**src/sv/slxr_pkg.sv**
```systemverilog
// Package with shared types and constants for the sync/length/XOR frame receiver.
`timescale 1ns / 1ps

package slxr_pkg;

  localparam logic [7:0] SYNC_FIRST = 8'h55;
  localparam logic [7:0] SYNC_SECOND = 8'hAA;
  localparam logic [7:0] RESET_ACCEPTED_TYPE = 8'h01;
  localparam logic [15:0] RESET_MAX_LEN = 16'd256;

  localparam int ADDR_W = 3;
  localparam int DATA_W = 32;

  localparam logic REG_MAX_LEN = 1'b0;
  localparam logic REG_ACCEPTED_TYPE = 1'b1;

  localparam logic [1:0] KIND_PAYLOAD = 2'd0;
  localparam logic [1:0] KIND_GOOD = 2'd1;
  localparam logic [1:0] KIND_BAD = 2'd2;

  typedef struct packed {
    logic [15:0] max_payload_len;
    logic [7:0]  accepted_type;
  } cfg_t;

endpackage

```
**src/sv/slxr_cfg.sv**
```systemverilog
// APB register file holding the maximum payload length and the accepted frame type.
`timescale 1ns / 1ps

module slxr_cfg
  import slxr_pkg::*;
(
  input  logic              clk,
  input  logic              rst,
  input  logic              psel,
  input  logic              penable,
  input  logic              pwrite,
  input  logic [ADDR_W-1:0] paddr,
  input  logic [DATA_W-1:0] pwdata,
  output logic [DATA_W-1:0] prdata,
  output logic              pready,
  output cfg_t              cfg
);

  cfg_t regs;
  logic write_en;
  logic reg_sel;

  assign pready   = 1'b1;
  assign write_en = psel & penable & pwrite & pready;
  assign reg_sel  = paddr[2];
  assign cfg      = regs;

  always_ff @(posedge clk) begin
    if (rst) begin
      regs.max_payload_len <= RESET_MAX_LEN;
      regs.accepted_type   <= RESET_ACCEPTED_TYPE;
    end else if (write_en) begin
      unique case (reg_sel)
        REG_MAX_LEN:       regs.max_payload_len <= pwdata[15:0];
        REG_ACCEPTED_TYPE: regs.accepted_type   <= pwdata[7:0];
        default:           ;
      endcase
    end
  end

  always_comb begin
    unique case (reg_sel)
      REG_MAX_LEN:       prdata = {16'd0, regs.max_payload_len};
      REG_ACCEPTED_TYPE: prdata = {24'd0, regs.accepted_type};
      default:           prdata = '0;
    endcase
  end

endmodule

```
**src/sv/slxr_parser.sv**
```systemverilog
// Frame parser with an input register, the framing state machine and a result register.
`timescale 1ns / 1ps

module slxr_parser
  import slxr_pkg::*;
(
  input  logic        clk,
  input  logic        rst,
  input  cfg_t        cfg,
  input  logic        in_valid,
  output logic        in_ready,
  input  logic [7:0]  rx_byte,
  output logic        out_valid,
  input  logic        out_ready,
  output logic [7:0]  out_byte,
  output logic [1:0]  result_kind,
  output logic [15:0] frame_length
);

  localparam logic [2:0] PH_SYNC1   = 3'd0;
  localparam logic [2:0] PH_SYNC2   = 3'd1;
  localparam logic [2:0] PH_TYPE    = 3'd2;
  localparam logic [2:0] PH_LEN_LO  = 3'd3;
  localparam logic [2:0] PH_LEN_HI  = 3'd4;
  localparam logic [2:0] PH_PAYLOAD = 3'd5;
  localparam logic [2:0] PH_CHECK   = 3'd6;

  logic        in_full;
  logic [7:0]  in_byte;
  logic        advance;

  logic [2:0]  phase, phase_next;
  logic [7:0]  frame_kind, frame_kind_next;
  logic [15:0] payload_length, payload_length_next;
  logic [15:0] bytes_received, bytes_received_next;
  logic [7:0]  running_xor, running_xor_next;
  logic        emit;
  logic [1:0]  kind;
  logic [15:0] count_inc;
  logic [15:0] full_length;
  logic        type_match;

  assign advance  = in_full & (~out_valid | out_ready);
  assign in_ready = ~in_full | advance;

  always_ff @(posedge clk) begin
    if (rst) begin
      in_full <= 1'b0;
    end else if (in_valid && in_ready) begin
      in_full <= 1'b1;
    end else if (advance) begin
      in_full <= 1'b0;
    end
  end

  always_ff @(posedge clk) begin
    if (in_valid && in_ready) begin
      in_byte <= rx_byte;
    end
  end

  assign count_inc   = bytes_received + 16'd1;
  assign full_length = {in_byte, payload_length[7:0]};
  assign type_match  = (frame_kind == cfg.accepted_type);

  always_comb begin
    phase_next          = phase;
    frame_kind_next     = frame_kind;
    payload_length_next = payload_length;
    bytes_received_next = bytes_received;
    running_xor_next    = running_xor;
    emit                = 1'b0;
    kind                = KIND_PAYLOAD;
    unique case (phase)
      PH_SYNC2: begin
        if (in_byte == SYNC_SECOND) begin
          running_xor_next = running_xor ^ in_byte;
          phase_next       = PH_TYPE;
        end else begin
          phase_next = PH_SYNC1;
        end
      end
      PH_TYPE: begin
        frame_kind_next  = in_byte;
        running_xor_next = running_xor ^ in_byte;
        phase_next       = PH_LEN_LO;
      end
      PH_LEN_LO: begin
        payload_length_next = {8'd0, in_byte};
        running_xor_next    = running_xor ^ in_byte;
        phase_next          = PH_LEN_HI;
      end
      PH_LEN_HI: begin
        payload_length_next = full_length;
        running_xor_next    = running_xor ^ in_byte;
        if (full_length > cfg.max_payload_len) begin
          phase_next = PH_SYNC1;
        end else begin
          bytes_received_next = '0;
          phase_next = (full_length == 16'd0) ? PH_CHECK : PH_PAYLOAD;
        end
      end
      PH_PAYLOAD: begin
        running_xor_next    = running_xor ^ in_byte;
        bytes_received_next = count_inc;
        emit                = type_match;
        kind                = KIND_PAYLOAD;
        if (count_inc >= payload_length) begin
          phase_next = PH_CHECK;
        end
      end
      PH_CHECK: begin
        emit       = type_match;
        kind       = (in_byte == running_xor) ? KIND_GOOD : KIND_BAD;
        phase_next = PH_SYNC1;
      end
      default: begin
        if (in_byte == SYNC_FIRST) begin
          running_xor_next = in_byte;
          phase_next       = PH_SYNC2;
        end else begin
          phase_next = PH_SYNC1;
        end
      end
    endcase
  end

  always_ff @(posedge clk) begin
    if (rst) begin
      phase          <= PH_SYNC1;
      frame_kind     <= '0;
      payload_length <= '0;
      bytes_received <= '0;
      running_xor    <= '0;
    end else if (advance) begin
      phase          <= phase_next;
      frame_kind     <= frame_kind_next;
      payload_length <= payload_length_next;
      bytes_received <= bytes_received_next;
      running_xor    <= running_xor_next;
    end
  end

  always_ff @(posedge clk) begin
    if (rst) begin
      out_valid <= 1'b0;
    end else if (advance) begin
      out_valid <= emit;
    end else if (out_ready) begin
      out_valid <= 1'b0;
    end
  end

  always_ff @(posedge clk) begin
    if (advance && emit) begin
      out_byte     <= in_byte;
      result_kind  <= kind;
      frame_length <= payload_length;
    end
  end

  a_kind_legal: assert property (@(posedge clk) disable iff (rst)
    out_valid |-> result_kind != 2'd3)
    else $error("Result transaction carries an illegal kind.");

  a_hold_input: assert property (@(posedge clk) disable iff (rst)
    (in_full && !advance) |=> (in_full && $stable(in_byte)))
    else $error("Held input byte was lost or changed.");

  a_count_bound: assert property (@(posedge clk) disable iff (rst)
    phase == PH_PAYLOAD |-> bytes_received < payload_length)
    else $error("Payload byte count reached the frame length.");

  a_check_entry: assert property (@(posedge clk) disable iff (rst)
    (phase == PH_CHECK && $past(phase) != PH_CHECK) |->
      ($past(phase) == PH_LEN_HI || $past(phase) == PH_PAYLOAD))
    else $error("Checksum phase entered from an unexpected phase.");

endmodule

```
**src/sv/sync_length_xor_frame_receiver.sv**
```systemverilog
// Top level of the sync/length/XOR frame receiver.
//
// The receiver takes one serial byte per input transaction (in_valid, in_ready,
// rx_byte) and hunts for frames made of 0x55, 0xAA, a type byte, a little-endian
// 16-bit length, the payload and an XOR checksum over all earlier frame bytes.
// For frames whose type equals accepted_type, every payload byte leaves as an
// output transaction with result_kind 0, and the checksum byte leaves with
// result_kind 1 when the checksum is good and 2 when it is bad. Frames longer
// than max_payload_len are dropped without any output.
// An accepted byte passes through the input register and the state update, and its
// result is registered in the result register. One byte is taken in every cycle while
// the output is not stalled; the state update of the framing machine sets that rate.
// When the output is stalled, the result register and the input register hold
// one transaction each and in_ready falls until out_ready returns.
// Synchronous reset sets both registers to their defaults (256 and 1), empties
// the pipeline and returns the parser to hunting for the first sync byte.
// Registers sit at APB byte addresses 0 and 4; pready is always high.
`timescale 1ns / 1ps

module sync_length_xor_frame_receiver
  import slxr_pkg::*;
(
  input  logic              clk,
  input  logic              rst,
  input  logic              psel,
  input  logic              penable,
  input  logic              pwrite,
  input  logic [ADDR_W-1:0] paddr,
  input  logic [DATA_W-1:0] pwdata,
  output logic [DATA_W-1:0] prdata,
  output logic              pready,
  input  logic              in_valid,
  output logic              in_ready,
  input  logic [7:0]        rx_byte,
  output logic              out_valid,
  input  logic              out_ready,
  output logic [7:0]        out_byte,
  output logic [1:0]        result_kind,
  output logic [15:0]       frame_length
);

  cfg_t cfg;

  slxr_cfg u_cfg (
    .clk     (clk),
    .rst     (rst),
    .psel    (psel),
    .penable (penable),
    .pwrite  (pwrite),
    .paddr   (paddr),
    .pwdata  (pwdata),
    .prdata  (prdata),
    .pready  (pready),
    .cfg     (cfg)
  );

  slxr_parser u_parser (
    .clk          (clk),
    .rst          (rst),
    .cfg          (cfg),
    .in_valid     (in_valid),
    .in_ready     (in_ready),
    .rx_byte      (rx_byte),
    .out_valid    (out_valid),
    .out_ready    (out_ready),
    .out_byte     (out_byte),
    .result_kind  (result_kind),
    .frame_length (frame_length)
  );

endmodule

```
**config.mk**
```make
export PLATFORM = sky130hd
export DESIGN_NAME = sync_length_xor_frame_receiver
export DESIGN_NICKNAME = d
export VERILOG_FILES = /design/src/sv/slxr_pkg.sv /design/src/sv/slxr_cfg.sv /design/src/sv/slxr_parser.sv /design/src/sv/sync_length_xor_frame_receiver.sv
export SDC_FILE = /design/constraint.sdc
export NUM_CORES = 1
export LEC_CHECK = 0
export BUFFER_PORTS_ARGS = -buffer_cell sky130_fd_sc_hd__buf_4
export CORE_ASPECT_RATIO = 2
export CORE_UTILIZATION = 56
export CTS_CLUSTER_DIAMETER = 40
export DETAILED_ROUTE_END_ITERATION = 7
export GPL_TIMING_DRIVEN = 0
export PLACE_DENSITY = 0.93
export SLEW_MARGIN = 10
export SYNTH_ARGS = -nofsm -noshare
export SYNTH_HDL_FRONTEND = slang
export SYNTH_SLANG_ARGS = --single-unit
```
**constraint.sdc**
```tcl
create_clock -name clk -period 5.75 [get_ports clk]
set_input_delay 0.2875 -clock clk [delete_from_list [all_inputs] [get_ports clk]]
set_output_delay 0.2875 -clock clk [all_outputs]
set_load 0.005 [all_outputs]
```
==> results of run 1 <==
==> layout by cell type, fill, tap and decap left out, drive strengths merged, types with 6 or more instances in the layout <==
master / count
conb: 17
mux2i: 8
nand3: 23
a32oi: 7
nor3: 9
o211ai: 10
nand4: 13
clkbuf: 29
xor2: 6
a211oi: 6
nand2: 92
a22oi: 9
edfxtp: 34
buf: 103
dfxtp: 77
ha: 33
a31oi: 7
xnor2: 25
o21ai: 28
inv: 42
nor2: 63
a21oi: 59
==> metal layers <==
layer / wire [microns] / GRT usage [%]
met2: 8540 / 57.1
met1: 5400 / 31.1
met4: 1300 / 26.5
met3: 1030 / 5.89
met5: 0 / 0
==> worst max-delay path, stage by stage, from the launching register on <==
cell and delay [ns]:
dfxtp_1 0.31, clkbuf_1 0.25, and3_1 0.23, nand4_1 0.32, nor2_1 0.23, xor2_1 0.11
ha_1 0.30, nand4_1 0.17, a211oi_1 0.31, o41ai_1 0.16, a211oi_1 0.34, o21ai_0 0.16
o221a_2 0.24
==> sequential cells by signal (all words and copies together), names as in the netlist <==
name	flops
u_parser.frame_kind	8
u_parser.phase	3
u_parser.running_xor	8
u_parser.out_valid	1
u_parser.result_kind	2
u_parser.frame_length	16
u_parser.in_byte	8
u_parser.in_full	1
u_parser.bytes_received	16
u_parser.out_byte	8
u_cfg.cfg	24
u_parser.payload_length	16
==> worst paths after layout <==
kind	start	endpoint	slack (ns)	cells past startpoint
worst max register to register	u_parser.bytes_received[6]	u_parser.phase[1]	2.51	12
worst max-delay path	u_parser.bytes_received[6]	u_parser.phase[1]	2.51	12
worst min-delay path	rx_byte[1]	u_parser.in_byte[1]	0.1	1
worst min register to register	u_cfg.cfg[13]	u_cfg.cfg[13]	0.46	2
==> layout make-up <==
class                   count  area, sq um
plain buffers              46          251
clock buffers               9          225
clock inverters             7         88.8
fillers                   775         2990
inverters                  40          150
multi-input cells         465         2810
flip-flops and latches    111         2560
well taps                 132          165
repair buffers             77          582
==> synthesized netlist by cell type, drive strengths merged (3+ instances only) <==
library cell	instances	share of area, %
nand2	92	6.0
dfxtp	77	27
nor2	63	4.2
a21oi	59	5.2
inv	39	2.6
edfxtp	34	18
ha	33	7.2
o21ai	28	2.5
buf	26	3.1
xnor2	25	3.8
nand3	23	2.0
clkbuf	20	1.3
nand4	13	1.4
o211ai	10	1.3
a22oi	9	1.2
nor3	9	1.1
mux2i	8	1.4
a31oi	7	0.77
a32oi	7	1.1
a211oi	6	0.79
xor2	6	0.92
and2	5	0.55
nor2b	5	0.55
nor4	5	0.81
or4	5	0.79
a21o	3	0.39
a311oi	3	0.46
nand2b	3	0.33
==> power by group <==
group	switching [mW]	internal [mW]	total [mW]	leakage (nW)
logic	0.0818	0.0556	0.137	1.47
clock network	0.312	0.347	0.659	0.150
registers	0.0119	0.816	0.828	0.943
total	0.405	1.22	1.62	2.56
==> cells by family after synthesis <==
family / count (synthesis) / share of synthesized area, %
AOI/OAI and AO/OA: 143 / 15.4
xor gates and xnor gates: 31 / 4.75
adders and majority gates: 33 / 7.23
buffers and inverters: 86 / 7.03
DFF: 111 / 44.9
muxes: 9 / 1.60
other: 2 / 0.132
and+or+nand+nor: 232 / 18.9
==> stage by stage <==
| stage | std cells | setup slack [ns] | utilization (%) | power (mW) |
|---|---|---|---|---|
| finish | 887 | 2.51 | 69.5 | 1.62 |
| global route | 887 | 2.32 | 69.5 | 1.66 |
| floorplan | 662 | 1.69 | - | 0.925 |
| CTS | 887 | 2.54 | 69.5 | 1.61 |
| global placement | 868 | 0.163 | 66.0 | 0.970 |
| detailed placement | 871 | 2.58 | 66.3 | 0.978 |
==> results.yml, run 1 <==
status:
  outcome: "finished clean"
die:
  die_area_sq_um: 10600
  fp-row-count: 51
  fp.coreArea_sq_um: 9830
  pin_count: 111
  start_util_pct: 58.1
  die_width_microns: 73.4
  fp.dieH_microns: 145
cts:
  cts_buffer_depth: 2
  root_buffer: "clkbuf_16"
  numCtsBuffers: 9
  cts.repair.resized: 0
  cts.htree.levels: 3
  clk_latency_ns: 0.36
  cts_hold_buffers: 0
  clk_pin_slew_ns: 0.08
  cts_tree: "done"
  cts_sinks: 111
  cts_setup_buffers: 0
timing:
  finalClockSkew_ns: 0.00854
  tightest_slew_ns: 1.13
  whs_ns: 0.0976
  fin_crit_ns: 3.24
  clock.fmax_mhz: 309
  hold_violations: 0
  maxSlewViolCount: 0
  fin_tns_setup_ns: 0
  grt_setup_unrepaired: "no"
  finalSetupViolCount: 0
  period_share_pct: 56.3
  timing.slew.headroom_pct: 24.2
synthesis:
  yosysWarnings: 0
  synth.distinct_cells: 58
  ys_seq_elements: 111
  ys.flop_type: "dfxtp_1"
  synthArstFlopShare_pct: 0
  postSynthCellCount: 647
  synth_edf_count: 34
  seq_area_frac_synth_pct: 44.9
  netlist_area_sq_um: 5710
  postSynthAreaPerCell_sq_um: 8.83
global_route:
  overflow: 0
  grt_pass1_wl_microns: 25200
  grt_usage_pct: 32.0
  grt_pass1_vias: 5188
  grt_max_degree: 21
  antenna_found_initial: 0
final_layout:
  final_area_sq_um: 6830
  antenna_cells: 0
  area_growth_pct: 19.7
  fin_nets: 833
  drive_above_1_share_pct: 17.4
detailed_routing:
  drc: 0
  via_count: 5308
  via_per_inst: 5.98
  drt_iter0_drc: 496
  drt-total-wl_microns: 16300
  wl_per_cell_microns: 18.3
  ant_nets: 0
  firstDrtPassIters: 6
placed_design:
  numPortBuffers: 74
  place_congestion: 0.955
  placed_area_sq_um: 6520
  dpl.hpwl_microns: 12300
worst_setup_path:
  start_kind: "register"
  crit_path_end_kind: "register"
  worst-setup-path-type: "reg -> reg"
  required_ns: 6.00
  arrival_ns: 3.49
  cp_max_fo: 8
job:
  cap_violations: 0
pwr:
  p_leak_nw: 2.56
  power_density_nw_per_um2: 238
  ir_worst_vdd_uv: 202
min_path:
  min_path_type: "in -> reg"
(Power assumes the default switching activity.)
==> run 2: changes to the inputs <==
==> constraint.sdc (replaced) <==
create_clock -name clk -period 3.2 [get_ports clk]
set_input_delay 0.16 -clock clk [delete_from_list [all_inputs] [get_ports clk]]
set_output_delay 0.16 -clock clk [all_outputs]
set_load 0.005 [all_outputs]
==> run 2 against run 1 <==
The run now ends with negative hold slack, negative setup slack left. Via count is 0.85% higher. Clock skew is 0.0021 ns lower. Final cell count is 0.79% higher. Sequential share of layout area decreased by 0.37 points. Global-route usage about the same. Largest cell class unchanged. Largest power group unchanged.
==> results.yml, run 2 (synthesis gave the netlist of run 1 again) <==
status:
  outcome: "finished, violations left"
  violations: "negative hold slack, negative setup slack"
worst_setup_path:
  cp-startpoint: "u_parser.in_byte[7]"
  reg2reg_depth: 8
  cp_max_fo: 10
  crit_end: "u_parser.bytes_received[11]"
  arrival_ns: 3.46
  worst-setup-path-type: "reg -> reg"
  start_kind: "register"
  crit_path_end_kind: "register"
  r2r_end: "u_parser.bytes_received[11]"
  required_ns: 3.43
  r2r_slack_ns: -0.03
  r2r_start: "u_parser.in_byte[7]"
pwr:
  ir_worst_vdd_uv: 341
  p_leak_nw: 2.60
  power_density_nw_per_um2: 413
min_path:
  min_path_type: "in -> reg"
  hold_depth: 2
placed_design:
  place_congestion: 0.936
  numPortBuffers: 74
  dpl.hpwl_microns: 12000
job:
  cap_violations: 0
global_route:
  overflow: 0
  antenna_found_initial: 0
  grt_usage_pct: 32.0
  grt_pass1_vias: 5224
  grt_max_degree: 21
  grt_pass1_wl_microns: 25400
timing:
  whs_ns: -0.00116
  maxSlewViolCount: 0
  fin_tns_setup_ns: -0.0443
  timing.slew.headroom_pct: 32.2
  finalSetupViolCount: 2
  period_share_pct: 101
  hold_violations: 1
  finalClockSkew_ns: 0.00647
  worst_slack_ns: -0.0337
  fin_crit_ns: 3.23
  clock.fmax_mhz: 309
  grt_setup_unrepaired: "no"
  tightest_slew_ns: 1.01
cts:
  cts_buffer_depth: 2
  clk_latency_ns: 0.36
  numCtsBuffers: 9
  cts_tree: "done"
  clk_pin_slew_ns: 0.08
  cts.htree.levels: 3
  cts_sinks: 111
  root_buffer: "clkbuf_16"
final_layout:
  utilization_pct: 70.3
  largest_reg_flops: 24
  layout_common_cells: "nand2_1 (92), buf_4 (92), dfxtp_1 (75)"
  drive_above_1_share_pct: 17.7
  area_growth_pct: 21.0
  antenna_cells: 0
  fin_nets: 840
detailed_routing:
  drc: 0
  drt_iter0_drc: 507
  via_count: 5353
  firstDrtPassIters: 5
  drt-total-wl_microns: 16200
  ant_nets: 0
  via_per_inst: 5.99
  wl_per_cell_microns: 18.1
die:
  start_util_pct: 58.1
  fp.dieH_microns: 145
  die_area_sq_um: 10600
  fp.coreArea_sq_um: 9830
  pin_count: 111
  fp-row-count: 51
  die_width_microns: 73.4
-- run 2: cell count changes in the layout (fill, tap and decap cells not counted), sizes merged --
cell	change
dlygate4sd3	+8
bufinv	-1
clkbuf	-1
clkinv	+1
-- run 2: critical path, stage by stage (launching register included) --
cell      delay, ns
edfxtp_1       0.45
ha_1           0.36
nand4_1        0.25
nor4_1         0.64
nand4_1        0.39
a21o_1         0.34
buf_1          0.27
a32oi_1        0.32
nor2_1         0.07
-- run 2: final cells by class --
| cell class | count | area [sq um] |
|---|---|---|
| clock inverters | 7 | 65.1 |
| well taps | 132 | 165 |
| inverters | 40 | 150 |
| plain buffers | 45 | 248 |
| multi-input cells | 465 | 2830 |
| flip-flops and latches | 111 | 2560 |
| fillers | 732 | 2920 |
| repair buffers | 85 | 666 |
| clock buffers | 9 | 225 |
-- run 2: per-layer routing --
layer	GRT usage, %	vias up	routed length, microns
li1	-	2466	-
met1	30.9	2486	5460
met2	58.2	309	8640
met3	5.61	92	921
met4	24.7	0	1170
met5	0	-	0
-- run 2: timing repair --
item                                   4_1_cts  5_1_grt
resized for setup                            0        5
setup endpoints to repair                    2        3
endpoints found under the hold margin        8        0
pin swaps                                    0        2
hold buffers                                 8        0
buffers inserted                             1        0
-- run 2: stage by stage --
step,setup WS (ns),cells,total power [mW],hold WS [ns],area [sq um]
final,-0.0337,894,2.85,-0.00116,6910
after global routing,0.0106,894,2.93,0.00569,6910
after CTS,0.0387,895,2.83,0.00114,6900
after detailed placement,-0.0782,870,1.76,0.340,6530
after global placement,-0.695,868,1.75,0.340,6490
after floorplan,0.239,662,1.66,0.259,5770
-- run 2: how the worst min path moves through the flow --
stage / to / startpoint / slack (ns)
finish: u_cfg.cfg[16] / pwdata[8] / -0.001
global route: u_cfg.cfg[16] / pwdata[8] / 0.006
CTS: u_cfg.cfg[16] / pwdata[8] / 0.001
detailed placement: u_parser.in_byte[5] / rx_byte[5] / 0.34
global placement: u_parser.in_byte[3] / rx_byte[3] / 0.34
floorplan: u_parser.in_byte[0] / rx_byte[0] / 0.26
-- run 2: where the power goes --
part / internal [mW] / switching (mW) / leakage (nW)
logic: 0.107 / 0.150 / 1.51
clock network: 0.547 / 0.560 / 0.140
registers: 1.47 / 0.0210 / 0.944
==> run 3: changes to the inputs <==
--- a/config.mk
+++ b/config.mk
@@ -6,7 +6,6 @@
 export NUM_CORES = 1
 export LEC_CHECK = 0
 export BUFFER_PORTS_ARGS = -buffer_cell sky130_fd_sc_hd__buf_4
-export CORE_ASPECT_RATIO = 2
 export CORE_UTILIZATION = 56
 export CTS_CLUSTER_DIAMETER = 40
 export DETAILED_ROUTE_END_ITERATION = 7
==> run 3 against run 2 <==
The run now ends clean. Flip-flop and latch count did not move. Clock power fell by 18%. Final cell count rose by 0.34%. Wire length fell by 8.3%. Hold slack improved by 0.0035 ns. Sequential power barely moved. Critical endpoint is now u_parser.phase[1].
==> results.yml, run 3 (synthesis gave the netlist of run 1 again) <==
final_layout:
  fillers: 739
  stdcell_count: 897
  area_growth_pct: 20.2
  drive_above_1_share_pct: 17.8
  fin_nets: 842
  antenna_cells: 0
  largest_reg_flops: 24
  layout_common_cells: "nand2_1 (92), buf_4 (92), dfxtp_1 (73)"
timing:
  grt_setup_unrepaired: "no"
  clock.fmax_mhz: 333
  hold_violations: 0
  timing.slew.headroom_pct: 26.2
  finalClockSkew_ns: 0.0134
  finalSetupViolCount: 0
  fin_crit_ns: 3.01
  period_share_pct: 93.9
  maxSlewViolCount: 0
  fin_tns_setup_ns: 0
  tightest_slew_ns: 1.10
die:
  fp-row-count: 36
  die_width_microns: 103
  fp.dieH_microns: 103
  start_util_pct: 58.2
  fp.coreArea_sq_um: 9820
  pin_count: 111
  die_area_sq_um: 10600
detailed_routing:
  firstDrtPassIters: 6
  maxUsedRoutingLayer: "met4"
  drt-total-wl_microns: 14800
  wl_met2_microns: 7150
  met3_length_microns: 1220
  via_count: 5198
  ant_nets: 0
  via_per_inst: 5.79
  met1_length_microns: 6000
  drc: 0
  drt_iter0_drc: 482
  wl_per_cell_microns: 16.5
worst_setup_path:
  worst-setup-path-type: "reg -> reg"
  arrival_ns: 3.27
  start_kind: "register"
  r2r_end: "u_parser.phase[1]"
  cp_max_fo: 6
  r2r_slack_ns: 0.19
  crit_end: "u_parser.phase[1]"
  required_ns: 3.47
  reg2reg_depth: 11
  crit_path_end_kind: "register"
  r2r_start: "u_parser.bytes_received[0]"
  cp-startpoint: "u_parser.bytes_received[0]"
global_route:
  overflow: 0
  grt_usage_pct: 29.3
  grt_pass1_vias: 4839
  antenna_found_initial: 0
  grt_max_degree: 19
  grt_pass1_wl_microns: 23500
cts:
  cts.htree.levels: 3
  clk_pin_slew_ns: 0.11
  cts_tree: "done"
  root_buffer: "clkbuf_8"
  clk_latency_ns: 0.38
  cts_buffer_depth: 2
  numCtsBuffers: 9
  cts_sinks: 111
placed_design:
  placed_cells: 871
  place_congestion: 0.920
  dpl.hpwl_microns: 10900
  numPortBuffers: 74
pwr:
  power_density_nw_per_um2: 386
  p_total_mw: 2.65
  ir_worst_vdd_uv: 233
  p_leak_nw: 2.58
status:
  outcome: "finished clean"
job:
  cap_violations: 0
min_path:
  min_path_type: "in -> reg"
run 3: cell count changes in the layout (fill, tap and decap cells not counted), sizes merged:
cell	delta
inv	-2
clkinvlp	-1
dlygate4sd3	+2
clkbuf	+5
clkinv	-2
run 3: critical path: stages (launching register included):
cell and delay, ns:
dfxtp_2 0.40, ha_2 0.26, and4_1 0.28, nand2_1 0.10, xnor2_1 0.16, ha_1 0.32
nand4_1 0.17, a211oi_1 0.28, o41ai_1 0.16, a211oi_1 0.34, o21ai_0 0.16, o221a_2 0.26
run 3: how the worst min path moves through the flow:
| stage | from | endpoint | slack (ns) | depth (start not counted) |
|---|---|---|---|---|
| after detailed placement | rx_byte[4] | u_parser.in_byte[4] | 0.34 | 1 |
| after global placement | rx_byte[2] | u_parser.in_byte[2] | 0.34 | 1 |
| final | pwdata[0] | u_cfg.cfg[0] | 0.002 | 3 |
| after global routing | pwdata[0] | u_cfg.cfg[0] | 0.002 | 3 |
| after CTS | pwdata[0] | u_cfg.cfg[0] | 0.0006 | 3 |
| after floorplan | rx_byte[0] | u_parser.in_byte[0] | 0.26 | 0 |
run 3: what timing repair did:
action / in CTS / in global routing
hold endpoints to repair: 10 / 0
gates resized for setup: 0 / 7
hold buffers: 10 / 0
setup buffers: 1 / 0
setup endpoints to repair: 3 / 3
run 3: through the flow:
stage / setup slack [ns] / hold WS, ns / utilization [%] / instance area [sq um]
after global routing: 0.0738 / 0.00250 / 69.9 / 6870
after global placement: -0.629 / 0.340 / 66.1 / 6490
after detailed placement: -0.187 / 0.340 / 66.5 / 6530
after CTS: 0.0133 / 0.000553 / 69.8 / 6860
final: 0.194 / 0.00232 / 69.9 / 6870
after floorplan: 0.239 / 0.259 / - / 5770
run 3: where the power goes:
part	internal [mW]	leakage, nW	total, mW	switching [mW]
logic	0.108	1.52	0.252	0.144
registers	1.47	0.945	1.49	0.0207
clock network	0.426	0.114	0.910	0.483
total	2.00	2.58	2.65	0.648
run 3: area by class of cell:
class	count	area, sq um	share of cell area, %
plain buffers	45	248	3.61
well taps	133	166	2.42
clock buffers	14	205	2.99
flip-flops and latches	111	2570	37.4
clock inverters	2	17.5	0.255
multi-input cells	465	2830	41.2
inverters	40	150	2.19
repair buffers	87	686	9.99
run 3: per-layer routing:
layer  vias to the layer above  global-route usage (%)
met5                         -                       0
met4                         0                    14.3
met3                        56                    5.42
met2                       282                    48.7
met1                      2395                    36.6
li1                       2465                       -
